File: src/rtl/aems_pkg.sv
`timescale 1ns / 1ps
// ----------------------------------------------------------------------------
// aems_pkg: shared types and constants for the asymmetric EMA light smoother
// Alpha format, configuration register indexes and the alpha set carried
// from the register file to the channel datapaths.
// ----------------------------------------------------------------------------
package aems_pkg;

  // Alphas are unsigned with 16 fraction bits; 65536 stands for 1.0.
  localparam int ALPHA_BITS = 16;
  localparam int ALPHA_W    = ALPHA_BITS + 1;
  localparam logic [ALPHA_W-1:0] ALPHA_ONE   = ALPHA_W'(1) << ALPHA_BITS;
  localparam logic [ALPHA_W-1:0] ALPHA_RESET = ALPHA_W'(6554);

  // The index field is one bit wider than the register list needs, so
  // writes beyond the list can arrive and are dropped.
  localparam int CFG_INDEX_BITS = 4;

  typedef enum logic [CFG_INDEX_BITS-1:0] {
    REG_WHITE_RISE = 4'd0,
    REG_WHITE_FALL = 4'd1,
    REG_RGB_RISE   = 4'd2,
    REG_RGB_FALL   = 4'd3,
    REG_SATURATION = 4'd4,
    REG_HUE        = 4'd5,
    REG_CENTER     = 4'd6,
    REG_WIDTH      = 4'd7
  } cfg_reg_t;

  typedef struct packed {
    logic [ALPHA_W-1:0] white_rise;
    logic [ALPHA_W-1:0] white_fall;
    logic [ALPHA_W-1:0] rgb_rise;
    logic [ALPHA_W-1:0] rgb_fall;
    logic [ALPHA_W-1:0] saturation;
    logic [ALPHA_W-1:0] hue;
    logic [ALPHA_W-1:0] center;
    logic [ALPHA_W-1:0] width;
  } alpha_set_t;

endpackage

File: src/rtl/aems_if.sv
`timescale 1ns / 1ps
// ----------------------------------------------------------------------------
// aems_if: channel interfaces of the asymmetric EMA light smoother
// Goal channel, result channel and configuration write channel, each with
// a valid/ready handshake.
// ----------------------------------------------------------------------------
interface aems_goal_if #(
  parameter int LEVEL_BITS = 16
);
  logic                  valid;
  logic                  ready;
  logic                  restart;
  logic [LEVEL_BITS-1:0] goal_white;
  logic [LEVEL_BITS-1:0] goal_rgb;
  logic [LEVEL_BITS-1:0] goal_saturation;
  logic [LEVEL_BITS-1:0] goal_hue;
  logic [LEVEL_BITS-1:0] goal_center;
  logic [LEVEL_BITS-1:0] goal_width;

  modport source (
    output valid, restart, goal_white, goal_rgb, goal_saturation, goal_hue,
           goal_center, goal_width,
    input  ready
  );
  modport sink (
    input  valid, restart, goal_white, goal_rgb, goal_saturation, goal_hue,
           goal_center, goal_width,
    output ready
  );
endinterface

interface aems_result_if #(
  parameter int LEVEL_BITS = 16
);
  logic                  valid;
  logic                  ready;
  logic [LEVEL_BITS-1:0] out_white;
  logic [LEVEL_BITS-1:0] out_rgb;
  logic [LEVEL_BITS-1:0] out_saturation;
  logic [LEVEL_BITS-1:0] out_hue;
  logic [LEVEL_BITS-1:0] out_center;
  logic [LEVEL_BITS-1:0] out_width;

  modport source (
    output valid, out_white, out_rgb, out_saturation, out_hue, out_center,
           out_width,
    input  ready
  );
  modport sink (
    input  valid, out_white, out_rgb, out_saturation, out_hue, out_center,
           out_width,
    output ready
  );
endinterface

interface aems_cfg_if;
  import aems_pkg::*;
  logic                      valid;
  logic                      ready;
  logic [CFG_INDEX_BITS-1:0] reg_index;
  logic [ALPHA_W-1:0]        data;

  modport source (output valid, reg_index, data, input ready);
  modport sink (input valid, reg_index, data, output ready);
endinterface

File: src/rtl/aems_cfg_regs.sv
`timescale 1ns / 1ps
// ----------------------------------------------------------------------------
// aems_cfg_regs: alpha register file
// Eight 17-bit alpha registers written over the configuration channel.
// ----------------------------------------------------------------------------
module aems_cfg_regs (
  input  logic                clk,
  input  logic                rst,
  aems_cfg_if.sink            cfg,
  output aems_pkg::alpha_set_t alphas
);
  import aems_pkg::*;

  alpha_set_t regs;

  // Writes are always taken; an index past the list is dropped.
  assign cfg.ready = 1'b1;
  assign alphas    = regs;

  always_ff @(posedge clk) begin
    if (rst) begin
      regs <= '{default: ALPHA_RESET};
    end else if (cfg.valid) begin
      unique case (cfg.reg_index)
        REG_WHITE_RISE: regs.white_rise <= cfg.data;
        REG_WHITE_FALL: regs.white_fall <= cfg.data;
        REG_RGB_RISE:   regs.rgb_rise   <= cfg.data;
        REG_RGB_FALL:   regs.rgb_fall   <= cfg.data;
        REG_SATURATION: regs.saturation <= cfg.data;
        REG_HUE:        regs.hue        <= cfg.data;
        REG_CENTER:     regs.center     <= cfg.data;
        REG_WIDTH:      regs.width      <= cfg.data;
        default: ;
      endcase
    end
  end

endmodule

File: src/rtl/aems_channel.sv
`timescale 1ns / 1ps
// ----------------------------------------------------------------------------
// aems_channel: one smoothing step for a single channel
// Computes held + floor((goal - held) * alpha / 2^16), either as a plain
// level with rise/fall alphas or as a circular hue on the shortest path.
// ----------------------------------------------------------------------------
module aems_channel #(
  parameter int LEVEL_BITS = 16,
  parameter bit CIRCULAR   = 1'b0
) (
  input  logic [LEVEL_BITS-1:0]        cur,
  input  logic [LEVEL_BITS-1:0]        goal,
  input  logic [aems_pkg::ALPHA_W-1:0] rise_alpha,
  input  logic [aems_pkg::ALPHA_W-1:0] fall_alpha,
  output logic [LEVEL_BITS-1:0]        next
);
  import aems_pkg::*;

  localparam int DIFF_W = LEVEL_BITS + 1;
  localparam int PROD_W = DIFF_W + ALPHA_W + 1;

  logic signed [DIFF_W-1:0]  diff;
  logic signed [DIFF_W-1:0]  delta;
  logic                      rising;
  logic [ALPHA_W-1:0]        alpha_raw;
  logic [ALPHA_W-1:0]        alpha;
  logic signed [PROD_W-1:0]  prod;

  assign diff   = $signed({1'b0, goal}) - $signed({1'b0, cur});
  assign rising = (goal >= cur);

  // Hue uses its one alpha in both directions.
  assign alpha_raw = (CIRCULAR || rising) ? rise_alpha : fall_alpha;
  // Anything above 1.0 behaves as 1.0.
  assign alpha     = alpha_raw[ALPHA_BITS] ? ALPHA_ONE : alpha_raw;

  generate
    if (CIRCULAR) begin : g_hue
      logic [LEVEL_BITS-1:0] wrapped;
      logic                  tie;
      // Low bits give the difference modulo one turn. Sign-extending them
      // picks the short way round; at exactly half a turn the sign of the
      // raw difference is kept instead.
      assign wrapped = diff[LEVEL_BITS-1:0];
      assign tie     = (wrapped == {1'b1, {(LEVEL_BITS-1){1'b0}}});
      assign delta   = $signed({tie ? diff[LEVEL_BITS] : wrapped[LEVEL_BITS-1], wrapped});
    end else begin : g_level
      assign delta = diff;
    end
  endgenerate

  // Arithmetic shift of the signed product rounds toward minus infinity.
  assign prod = PROD_W'(delta) * PROD_W'($signed({1'b0, alpha}));
  assign next = cur + prod[ALPHA_BITS +: LEVEL_BITS];

endmodule

File: src/rtl/asymmetric_ema_light_smoother.sv
`timescale 1ns / 1ps
// ----------------------------------------------------------------------------
// asymmetric_ema_light_smoother: six-channel exponential smoother
// Moves white, RGB, saturation, hue, centre and width toward each goal item
// with per-channel alphas; white and RGB rise and fall at separate rates.
// ----------------------------------------------------------------------------
// Usage:
//   goal   - valid/ready channel carrying one goal item and a restart flag.
//   result - valid/ready channel carrying the six smoothed values.
//   cfg    - valid/ready write channel for the eight alpha registers; always
//            ready. Write only while the block is idle.
// Each accepted goal yields exactly one result transfer. A goal is captured
// in the input register, then the six channel steps run in a single pass
// into the held-value registers, which also drive the result payload.
// Result valid rises once the goal moves from the input register into the
// held values. A new goal transfer can be taken every cycle while the
// result is empty or being taken; each goal needs one multiply-add per
// channel between the input register and the held values.
// Reset clears the alphas to 6554 (about 0.1), empties both stages and marks
// the history as empty, so the first goal after reset is copied straight
// through, as is any goal with restart set.
// When the receiver stalls, the result holds and the pending goal waits in
// the input register; goal ready drops only while both stages are full and
// the result is not being taken.
// ----------------------------------------------------------------------------
module asymmetric_ema_light_smoother #(
  parameter int LEVEL_BITS = 16
) (
  input  logic           clk,
  input  logic           rst,
  aems_goal_if.sink      goal,
  aems_result_if.source  result,
  aems_cfg_if.sink       cfg
);
  import aems_pkg::*;

  alpha_set_t alphas;

  // Input register.
  logic                  in_valid;
  logic                  in_restart;
  logic [LEVEL_BITS-1:0] in_white;
  logic [LEVEL_BITS-1:0] in_rgb;
  logic [LEVEL_BITS-1:0] in_saturation;
  logic [LEVEL_BITS-1:0] in_hue;
  logic [LEVEL_BITS-1:0] in_center;
  logic [LEVEL_BITS-1:0] in_width;

  // Held values; these double as the result register.
  logic                  out_valid;
  logic                  primed;
  logic [LEVEL_BITS-1:0] held_white;
  logic [LEVEL_BITS-1:0] held_rgb;
  logic [LEVEL_BITS-1:0] held_saturation;
  logic [LEVEL_BITS-1:0] held_hue;
  logic [LEVEL_BITS-1:0] held_center;
  logic [LEVEL_BITS-1:0] held_width;

  logic [LEVEL_BITS-1:0] step_white;
  logic [LEVEL_BITS-1:0] step_rgb;
  logic [LEVEL_BITS-1:0] step_saturation;
  logic [LEVEL_BITS-1:0] step_hue;
  logic [LEVEL_BITS-1:0] step_center;
  logic [LEVEL_BITS-1:0] step_width;

  logic advance;
  logic copy;

  aems_cfg_regs u_cfg_regs (
    .clk    (clk),
    .rst    (rst),
    .cfg    (cfg),
    .alphas (alphas)
  );

  aems_channel #(.LEVEL_BITS(LEVEL_BITS), .CIRCULAR(1'b0)) u_white (
    .cur (held_white), .goal (in_white),
    .rise_alpha (alphas.white_rise), .fall_alpha (alphas.white_fall),
    .next (step_white)
  );

  aems_channel #(.LEVEL_BITS(LEVEL_BITS), .CIRCULAR(1'b0)) u_rgb (
    .cur (held_rgb), .goal (in_rgb),
    .rise_alpha (alphas.rgb_rise), .fall_alpha (alphas.rgb_fall),
    .next (step_rgb)
  );

  aems_channel #(.LEVEL_BITS(LEVEL_BITS), .CIRCULAR(1'b0)) u_saturation (
    .cur (held_saturation), .goal (in_saturation),
    .rise_alpha (alphas.saturation), .fall_alpha (alphas.saturation),
    .next (step_saturation)
  );

  aems_channel #(.LEVEL_BITS(LEVEL_BITS), .CIRCULAR(1'b1)) u_hue (
    .cur (held_hue), .goal (in_hue),
    .rise_alpha (alphas.hue), .fall_alpha (alphas.hue),
    .next (step_hue)
  );

  aems_channel #(.LEVEL_BITS(LEVEL_BITS), .CIRCULAR(1'b0)) u_center (
    .cur (held_center), .goal (in_center),
    .rise_alpha (alphas.center), .fall_alpha (alphas.center),
    .next (step_center)
  );

  aems_channel #(.LEVEL_BITS(LEVEL_BITS), .CIRCULAR(1'b0)) u_width (
    .cur (held_width), .goal (in_width),
    .rise_alpha (alphas.width), .fall_alpha (alphas.width),
    .next (step_width)
  );

  // The item in the input register moves on when the result register is
  // empty or its contents are being transferred out in this cycle.
  assign advance    = in_valid && (!out_valid || result.ready);
  assign goal.ready = !in_valid || advance;
  assign copy       = !primed || in_restart;

  assign result.valid          = out_valid;
  assign result.out_white      = held_white;
  assign result.out_rgb        = held_rgb;
  assign result.out_saturation = held_saturation;
  assign result.out_hue        = held_hue;
  assign result.out_center     = held_center;
  assign result.out_width      = held_width;

  always_ff @(posedge clk) begin
    if (rst) begin
      in_valid  <= 1'b0;
      out_valid <= 1'b0;
      primed    <= 1'b0;
    end else begin
      if (goal.valid && goal.ready) begin
        in_valid <= 1'b1;
      end else if (advance) begin
        in_valid <= 1'b0;
      end

      if (advance) begin
        out_valid <= 1'b1;
        primed    <= 1'b1;
      end else if (result.ready) begin
        out_valid <= 1'b0;
      end
    end
  end

  // Payload of the input register.
  always_ff @(posedge clk) begin
    if (goal.valid && goal.ready) begin
      in_restart    <= goal.restart;
      in_white      <= goal.goal_white;
      in_rgb        <= goal.goal_rgb;
      in_saturation <= goal.goal_saturation;
      in_hue        <= goal.goal_hue;
      in_center     <= goal.goal_center;
      in_width      <= goal.goal_width;
    end
  end

  // Held values: a copied goal when there is no history or restart is set, else one step.
  always_ff @(posedge clk) begin
    if (advance) begin
      held_white      <= copy ? in_white      : step_white;
      held_rgb        <= copy ? in_rgb        : step_rgb;
      held_saturation <= copy ? in_saturation : step_saturation;
      held_hue        <= copy ? in_hue        : step_hue;
      held_center     <= copy ? in_center     : step_center;
      held_width      <= copy ? in_width      : step_width;
    end
  end

endmodule

File: src/flat_wrapper.sv
// flat-port wrapper written by rule: the top's interface ports become plain ports
module asymmetric_ema_light_smoother_flat import aems_pkg::*;
#(
  parameter int LEVEL_BITS = 16
)
  (clk, rst, goal_valid, goal_restart, goal_goal_white, goal_goal_rgb, goal_goal_saturation, goal_goal_hue, goal_goal_center, goal_goal_width, goal_ready, result_valid, result_out_white, result_out_rgb, result_out_saturation, result_out_hue, result_out_center, result_out_width, result_ready, cfg_valid, cfg_reg_index, cfg_data, cfg_ready);
  aems_goal_if #(.LEVEL_BITS(LEVEL_BITS)) goal_i ();
  aems_result_if #(.LEVEL_BITS(LEVEL_BITS)) result_i ();
  aems_cfg_if cfg_i ();
  input  logic clk;
  input  logic rst;
  input wire logic [$bits(goal_i.valid)-1:0] goal_valid;
  input wire logic [$bits(goal_i.restart)-1:0] goal_restart;
  input wire logic [$bits(goal_i.goal_white)-1:0] goal_goal_white;
  input wire logic [$bits(goal_i.goal_rgb)-1:0] goal_goal_rgb;
  input wire logic [$bits(goal_i.goal_saturation)-1:0] goal_goal_saturation;
  input wire logic [$bits(goal_i.goal_hue)-1:0] goal_goal_hue;
  input wire logic [$bits(goal_i.goal_center)-1:0] goal_goal_center;
  input wire logic [$bits(goal_i.goal_width)-1:0] goal_goal_width;
  output wire logic [$bits(goal_i.ready)-1:0] goal_ready;
  output wire logic [$bits(result_i.valid)-1:0] result_valid;
  output wire logic [$bits(result_i.out_white)-1:0] result_out_white;
  output wire logic [$bits(result_i.out_rgb)-1:0] result_out_rgb;
  output wire logic [$bits(result_i.out_saturation)-1:0] result_out_saturation;
  output wire logic [$bits(result_i.out_hue)-1:0] result_out_hue;
  output wire logic [$bits(result_i.out_center)-1:0] result_out_center;
  output wire logic [$bits(result_i.out_width)-1:0] result_out_width;
  input wire logic [$bits(result_i.ready)-1:0] result_ready;
  input wire logic [$bits(cfg_i.valid)-1:0] cfg_valid;
  input wire logic [$bits(cfg_i.reg_index)-1:0] cfg_reg_index;
  input wire logic [$bits(cfg_i.data)-1:0] cfg_data;
  output wire logic [$bits(cfg_i.ready)-1:0] cfg_ready;
  assign goal_i.valid = goal_valid;
  assign goal_i.restart = goal_restart;
  assign goal_i.goal_white = goal_goal_white;
  assign goal_i.goal_rgb = goal_goal_rgb;
  assign goal_i.goal_saturation = goal_goal_saturation;
  assign goal_i.goal_hue = goal_goal_hue;
  assign goal_i.goal_center = goal_goal_center;
  assign goal_i.goal_width = goal_goal_width;
  assign goal_ready = goal_i.ready;
  assign result_valid = result_i.valid;
  assign result_out_white = result_i.out_white;
  assign result_out_rgb = result_i.out_rgb;
  assign result_out_saturation = result_i.out_saturation;
  assign result_out_hue = result_i.out_hue;
  assign result_out_center = result_i.out_center;
  assign result_out_width = result_i.out_width;
  assign result_i.ready = result_ready;
  assign cfg_i.valid = cfg_valid;
  assign cfg_i.reg_index = cfg_reg_index;
  assign cfg_i.data = cfg_data;
  assign cfg_ready = cfg_i.ready;
  asymmetric_ema_light_smoother #(.LEVEL_BITS(LEVEL_BITS)) u_core (.clk(clk), .rst(rst), .goal(goal_i), .result(result_i), .cfg(cfg_i));
endmodule
File: config.mk
export PLATFORM = sky130hd
export DESIGN_NAME = asymmetric_ema_light_smoother_flat
export DESIGN_NICKNAME = d
export VERILOG_FILES = /design/src/rtl/aems_pkg.sv /design/src/rtl/aems_if.sv /design/src/rtl/aems_cfg_regs.sv /design/src/rtl/aems_channel.sv /design/src/rtl/asymmetric_ema_light_smoother.sv /design/src/flat_wrapper.sv
export SDC_FILE = /design/constraint.sdc
export NUM_CORES = 2
export LEC_CHECK = 0
export BUFFER_PORTS_ARGS = -buffer_cell sky130_fd_sc_hd__buf_2
export CAP_MARGIN = 25
export CORE_AREA = 2 2 433 757
export DETAILED_ROUTE_END_ITERATION = 7
export DIE_AREA = 0 0 435 759
export PLACE_DENSITY_LB_ADDON = 0.25
export RECOVER_POWER = 100
export SYNTH_ARGS = -nofsm -noshare
export SYNTH_HDL_FRONTEND = slang
export SYNTH_SLANG_ARGS = --single-unit
File: constraint.sdc
create_clock -name clk -period 13.2 [get_ports clk]
set_input_delay 0.66 -clock clk [delete_from_list [all_inputs] [get_ports clk]]
set_output_delay 0.66 -clock clk [all_outputs]
set_load 0.01 [all_outputs]
Word level (Yosys, flattened, before mapping)
Cells that the tools add are included.
- add/sub/neg operators: 12
- $mul: 6
- order comparisons: 2
- bitwise gates (word level): 0
- reduce and logical (&&, ||, !) cells: 19
- muxes and demuxes: 19
- div/mod/pow operators: 0
- equal/unequal tests: 8
- shift operators: 0
- operators by type and width (operator ; number):
    $mul A17 B18 Y32 ; 6
    $mux W17 ; 8
    $sub A16 B16 Y17 ; 6
    $add A16 B16 Y16 ; 6
    $mux W16 ; 6
    $ge A16 B16 Y1 ; 2
    $eq A16 B16 Y1 const B ; 1
    $eq A4 B3 Y1 const B ; 4
    $reduce_and A2 Y1 ; 8
    $eq A4 B2 Y1 const B ; 2
    $mux W1 ; 5
    $eq A4 B1 Y1 const B ; 1
    $logic_not A4 Y1 ; 1
    $reduce_bool A2 Y1 ; 2
    $logic_not A1 Y1 ; 3
    $logic_or A1 B1 Y1 ; 3
    $logic_and A1 B1 Y1 ; 2
- input port bits: 123
- register bits after elaboration: 332
- bits in writable memories: 0
- logic and storage cells: 90
- bits in latches: 0
- ROM bits: 0
- memories kept: 0
- output and inout bits: 99

Logic depth before layout (Yosys ltp)
- word-level depth: 6
- mapped depth: 49
- gate-level depth less buffers: 46

Hierarchy
Synthesis repeated with hierarchy kept, for this count alone.
- cell total of the unflattened synthesis: 8739
- area total of the unflattened synthesis: 78297.6 µm²
- modules (own cells, without submodules) (module ; sequential area each (µm²) ; cells an instance ; area each (µm²) ; times used):
    aems_channel (u_core.u_rgb ...) ; 0.0 ; 1362 ; 11140.7 ; 2
    aems_channel (u_core.u_center) ; 0.0 ; 1327 ; 11259.5 ; 1
    aems_channel (u_core.u_width) ; 0.0 ; 1313 ; 10903.0 ; 1
    aems_channel (u_core.u_white) ; 0.0 ; 1313 ; 10801.6 ; 1
    aems_channel (u_core.u_hue) ; 0.0 ; 1267 ; 10475.0 ; 1
    asymmetric_ema_light_smoother ; 5855.6 ; 315 ; 7312.0 ; 1
    aems_cfg_regs ; 2722.6 ; 480 ; 5265.0 ; 1

Least setup slack after synthesis
OpenSTA, ideal clock, no wires.
- path type: reg-to-reg
- start point: register u_core.held_rgb[14] (netlist: u_core.result.out_rgb[14])
- end point: register u_core.held_rgb[15] (netlist: u_core.result.out_rgb[15]), data pin
- cell stages (with the launch flop): 42
- data arrival time: 10.462 ns
- clock period less this slack: 10.730 ns
- library setup time: 0.268 ns
- slack: 2.470 ns
- path through: edfxtp_1 > inv_1 > ha_1 > and2_1 > nand2_1 > or3_1 > o41a_1 > nand2_2 > mux2_2 > clkbuf_1 > clkbuf_1 > nor2_1 > nand2_1 > fa_1 > fa_1 > fa_1 > inv_1 > fa_1 > [... 6 more ...] > inv_1 > a2111oi_0 > o21ai_0 > a211o_1 > nor3b_1 > a21oi_1 > a31o_2 > xor2_1 > ha_1 > a21oi_1 > nor3b_1 > o211ai_1 > a31o_2 > a21oi_1 > xnor2_1 > xnor2_1 > xnor2_1 > o21ai_0
- word-level cells in the longest chain between the ends: 6
- elaborated cells on any way between the ends: 7
- classes of those cells: add/sub (2); mul (1); order compare (1); mux (3)
- ends and longest elaborated chain (what ; line ; RTL):
    start, declared ; asymmetric_ema_light_smoother.sv:53 ; logic [LEVEL_BITS-1:0] held_rgb;
    start signal, assigned ; asymmetric_ema_light_smoother.sv:164 ; held_rgb <= copy ? in_rgb : step_rgb;
    $ge A16 B16 Y1 ; aems_channel.sv:30 ; assign rising = (goal >= cur);
    $mux W17 ; aems_channel.sv:33 ; assign alpha_raw = (CIRCULAR || rising) ? rise_alpha : fall_alpha;
    $mux W17 ; aems_channel.sv:35 ; assign alpha = alpha_raw[ALPHA_BITS] ? ALPHA_ONE : alpha_raw;
    $mul A17 B18 Y32 ; aems_channel.sv:53 ; assign prod = PROD_W'(delta) * PROD_W'($signed({1'b0, alpha}));
    $add A16 B16 Y16 (*) ; aems_channel.sv:54 ; assign next = cur + prod[ALPHA_BITS +: LEVEL_BITS];
    $mux W16 (*) ; asymmetric_ema_light_smoother.sv:164 ;
Every way passes the cells marked *; elsewhere a longest branch is shown, timed or not.
A chain may end at the register's enable or synchronous reset.

Final worst setup path
Ends and elaborated chain as after synthesis.

==> out/qor.csv <==
stage;metric;value;unit
outcome;status;finished, violations left;
outcome;failing checks;capacitance limit, slew limit;
final_layout;footprint of the multi-input gates;58000;µm²
critical_path;CP arrival;12880;ps
die;chip height;759;µm
critical_path;CP max stage cell;nor2_1;
global_routing;number of global-route vias before repair;64600;
global_routing;first-pass GRT wire length;398000;µm
logic_synthesis;yosys warns;0;
drt;met2 WL;145000;µm
final_layout;max reg flops;136;
logic_synthesis;Post-Synthesis Net Count;10800;
logic_synthesis;asr flop ratio synth;0;%
critical_path;Worst path max stage delay;720;ps
die;DIE WIDTH;435;µm
final_layout;ratio of cells with drive above 1 in the final layout;4.80;%
critical_path;worst-path maximum fanout;30;
clock_network;Clock Latency Late Sink;720;ps
die;die area;330000;µm²
place;DP HPWL;219000;µm
final_layout;Syn-to-layout area delta;11.4;%
timing;Final Cycle Share;94.3;%
clock_network;Clock Sink Count;332;
drt;routed wl met3;10400;µm
timing;final period demand of the worst path;12450;ps
critical_path;Crit path required time;13630;ps
global_routing;largest net degree at the start of global routing;101;
worst_hold_path;Hold Path Class;primary input to register;
final_layout;Post-layout nets;11000;
critical_path;crit path kind;register to register;
die;Rows;277;
flow_run;max_cap viols;9;
critical_path;Crit. End Element;register;
logic_synthesis;Synth top area share;36.5;%
clock_network;CTS Hold Bufs;0;
final_layout;commonest cells after routing, fill and taps aside;inv_1 (1732), nand2_1 (1447), fa_1 (1350);
logic_synthesis;Yosys reg bits;332;
timing;final setup violation count;0;
timing;RSZ-0062 raised after global routing;false;
final_layout;most common cell after layout, fill and taps aside;inv_1;
logic_synthesis;mapped cell area;74100;µm²
logic_synthesis;Synth cell types;86;
global_routing;Congestion Overflow GR;0;
clock_network;# H-tree levels;2;
logic_synthesis;register area share after synthesis;11.6;%
timing;fmax;0.0803;GHz
timing;setup_tns;0;ps
logic_synthesis;cell taking the most area after synthesis;fa_1;
logic_synthesis;Synth Area per Inst;8.69;µm²
drt;ANT nets after route;0;
final_layout;fillers;35500;
die;IO Pins;222;
drt;starting DRC count in detailed routing;2588;
clock_network;Post-CTS Setup Repair Bufs;0;
logic_synthesis;top cells by area, synth;fa_1 (36%), ha_1 (14%), inv_1 (8.8%);
clock_network;clk root buf;clkbuf_16;
clock_network;CTS tree;done;
timing;relative max-transition margin;-185;%
drt;post-route DRC violation count;0;
place;RD Place Congestion;0.897;
critical_path;CP most frequent cell;fa_1;
drt;routed vias/inst;4.43;
clock_network;clk buf depth;3;
final_layout;register area;8580;µm²
global_routing;initial antenna violation count;17;
timing;final slew viol count;350;
drt;vias;57900;
timing;clock skew;50.0;ps
drt;WL per Instance;20.0;µm
drt;DRT Pass-1 Iters;5;
logic_synthesis;Post-synth top flop;edfxtp_1;
die;core area;324000;µm²
place;port bufs;220;
clock_network;CTS Buf Count;48;
drt;top routing layer in use;met5;
global_routing;total track usage;15.8;%
drt;M1 WL;93900;µm
clock_network;post-CTS resize count;0;
logic_synthesis;Post-synth EDFFs;193;
clock_network;Worst-path clk slew;60;ps
critical_path;crit start category;register;
logic_synthesis;cell count after synthesis;8533;
timing;Final Hold Viols;0;
die;Initial Utilization;22.9;%
timing;worst slew pin tran;4270;ps
drt;routed wire length;262000;µm
[synth_stat cells, drive strengths merged (139+ instances only)]
cell type,n
edfxtp,193
nand2,1448
dfxtp,139
xnor2,182
nor2,774
ha,832
clkbuf,273
a21oi,259
fa,1350
inv,1732
o21ai,183
and2,173
[kinds of logic after synthesis]
| kind of cell | count (synthesis) | share of synthesized area, % |
|---|---|---|
| flip-flops | 332 | 11.6 |
| adder cells (fa/ha/maj) | 2182 | 50.5 |
| other | 1 | 0.00506 |
| multiplexers | 41 | 0.564 |
| XOR/XNOR | 293 | 3.58 |
| buffers and inverters | 2027 | 10.3 |
| AO/OA/AOI/OAI | 778 | 6.63 |
| AND/OR/NAND/NOR | 2879 | 16.8 |
[critical path, delay by kind of cell (launching register included)]
family          cells  cell delay [ps]
fa+ha+maj           9             4140
compound gates      9             2270
mux                 1              670
flops               1              390
xor+xnor            4              670
buf+inv             5              350
simple gates       12             3620
[layout make-up]
cell class                      count  area share [%]
Clock buffer                       61            1.57
Clock inverter                     29           0.305
Sequential cell                   332            10.4
Antenna cell                       11          0.0333
Multi-Input combinational cell   6174            70.3
Timing Repair Buffer              423            2.97
Inverter                         1734            7.88
Tap cell                         4324            6.55
[routing by layer]
layer / up-vias / track usage [%]
li1: 26500 / -
met1: 29500 / 16.7
met2: 1428 / 31.2
met3: 507 / 1.76
met4: 4 / 6.83
met5: - / 0
[final timing paths]
kind / start / end / slack, ps / cells after the start
max: u_core.result.out_rgb[14] / u_core.result.out_rgb[15] / 750 / 40
min: goal_goal_saturation[5] / u_core.in_saturation[5] / 120 / 1
max reg2reg: u_core.result.out_rgb[14] / u_core.result.out_rgb[15] / 750 / 40
min reg2reg: u_core.u_cfg_regs.alphas[107] / u_core.u_cfg_regs.alphas[107] / 460 / 2
[metrics by stage]
step | instances | area (µm²) | setup slack [ps] | utilization (%) | hold WS (ps)
2_1_floorplan | 8533 | 74100 | 2470 | - | 431
3_3_place_gp | 13000 | 81000 | 1130 | 25.0 | 441
3_5_place_dp | 13000 | 81100 | 1010 | 25.0 | 449
4_1_cts | 13100 | 82700 | 977 | 25.5 | 46.3
5_1_grt | 13100 | 82500 | 133 | 25.4 | 91.6
6_report | 13100 | 82600 | 750 | 25.5 | 122
Power is left out: the tool's default activity adds up to more than one toggle a clock period on the data nets, which glitch-free logic cannot reach.
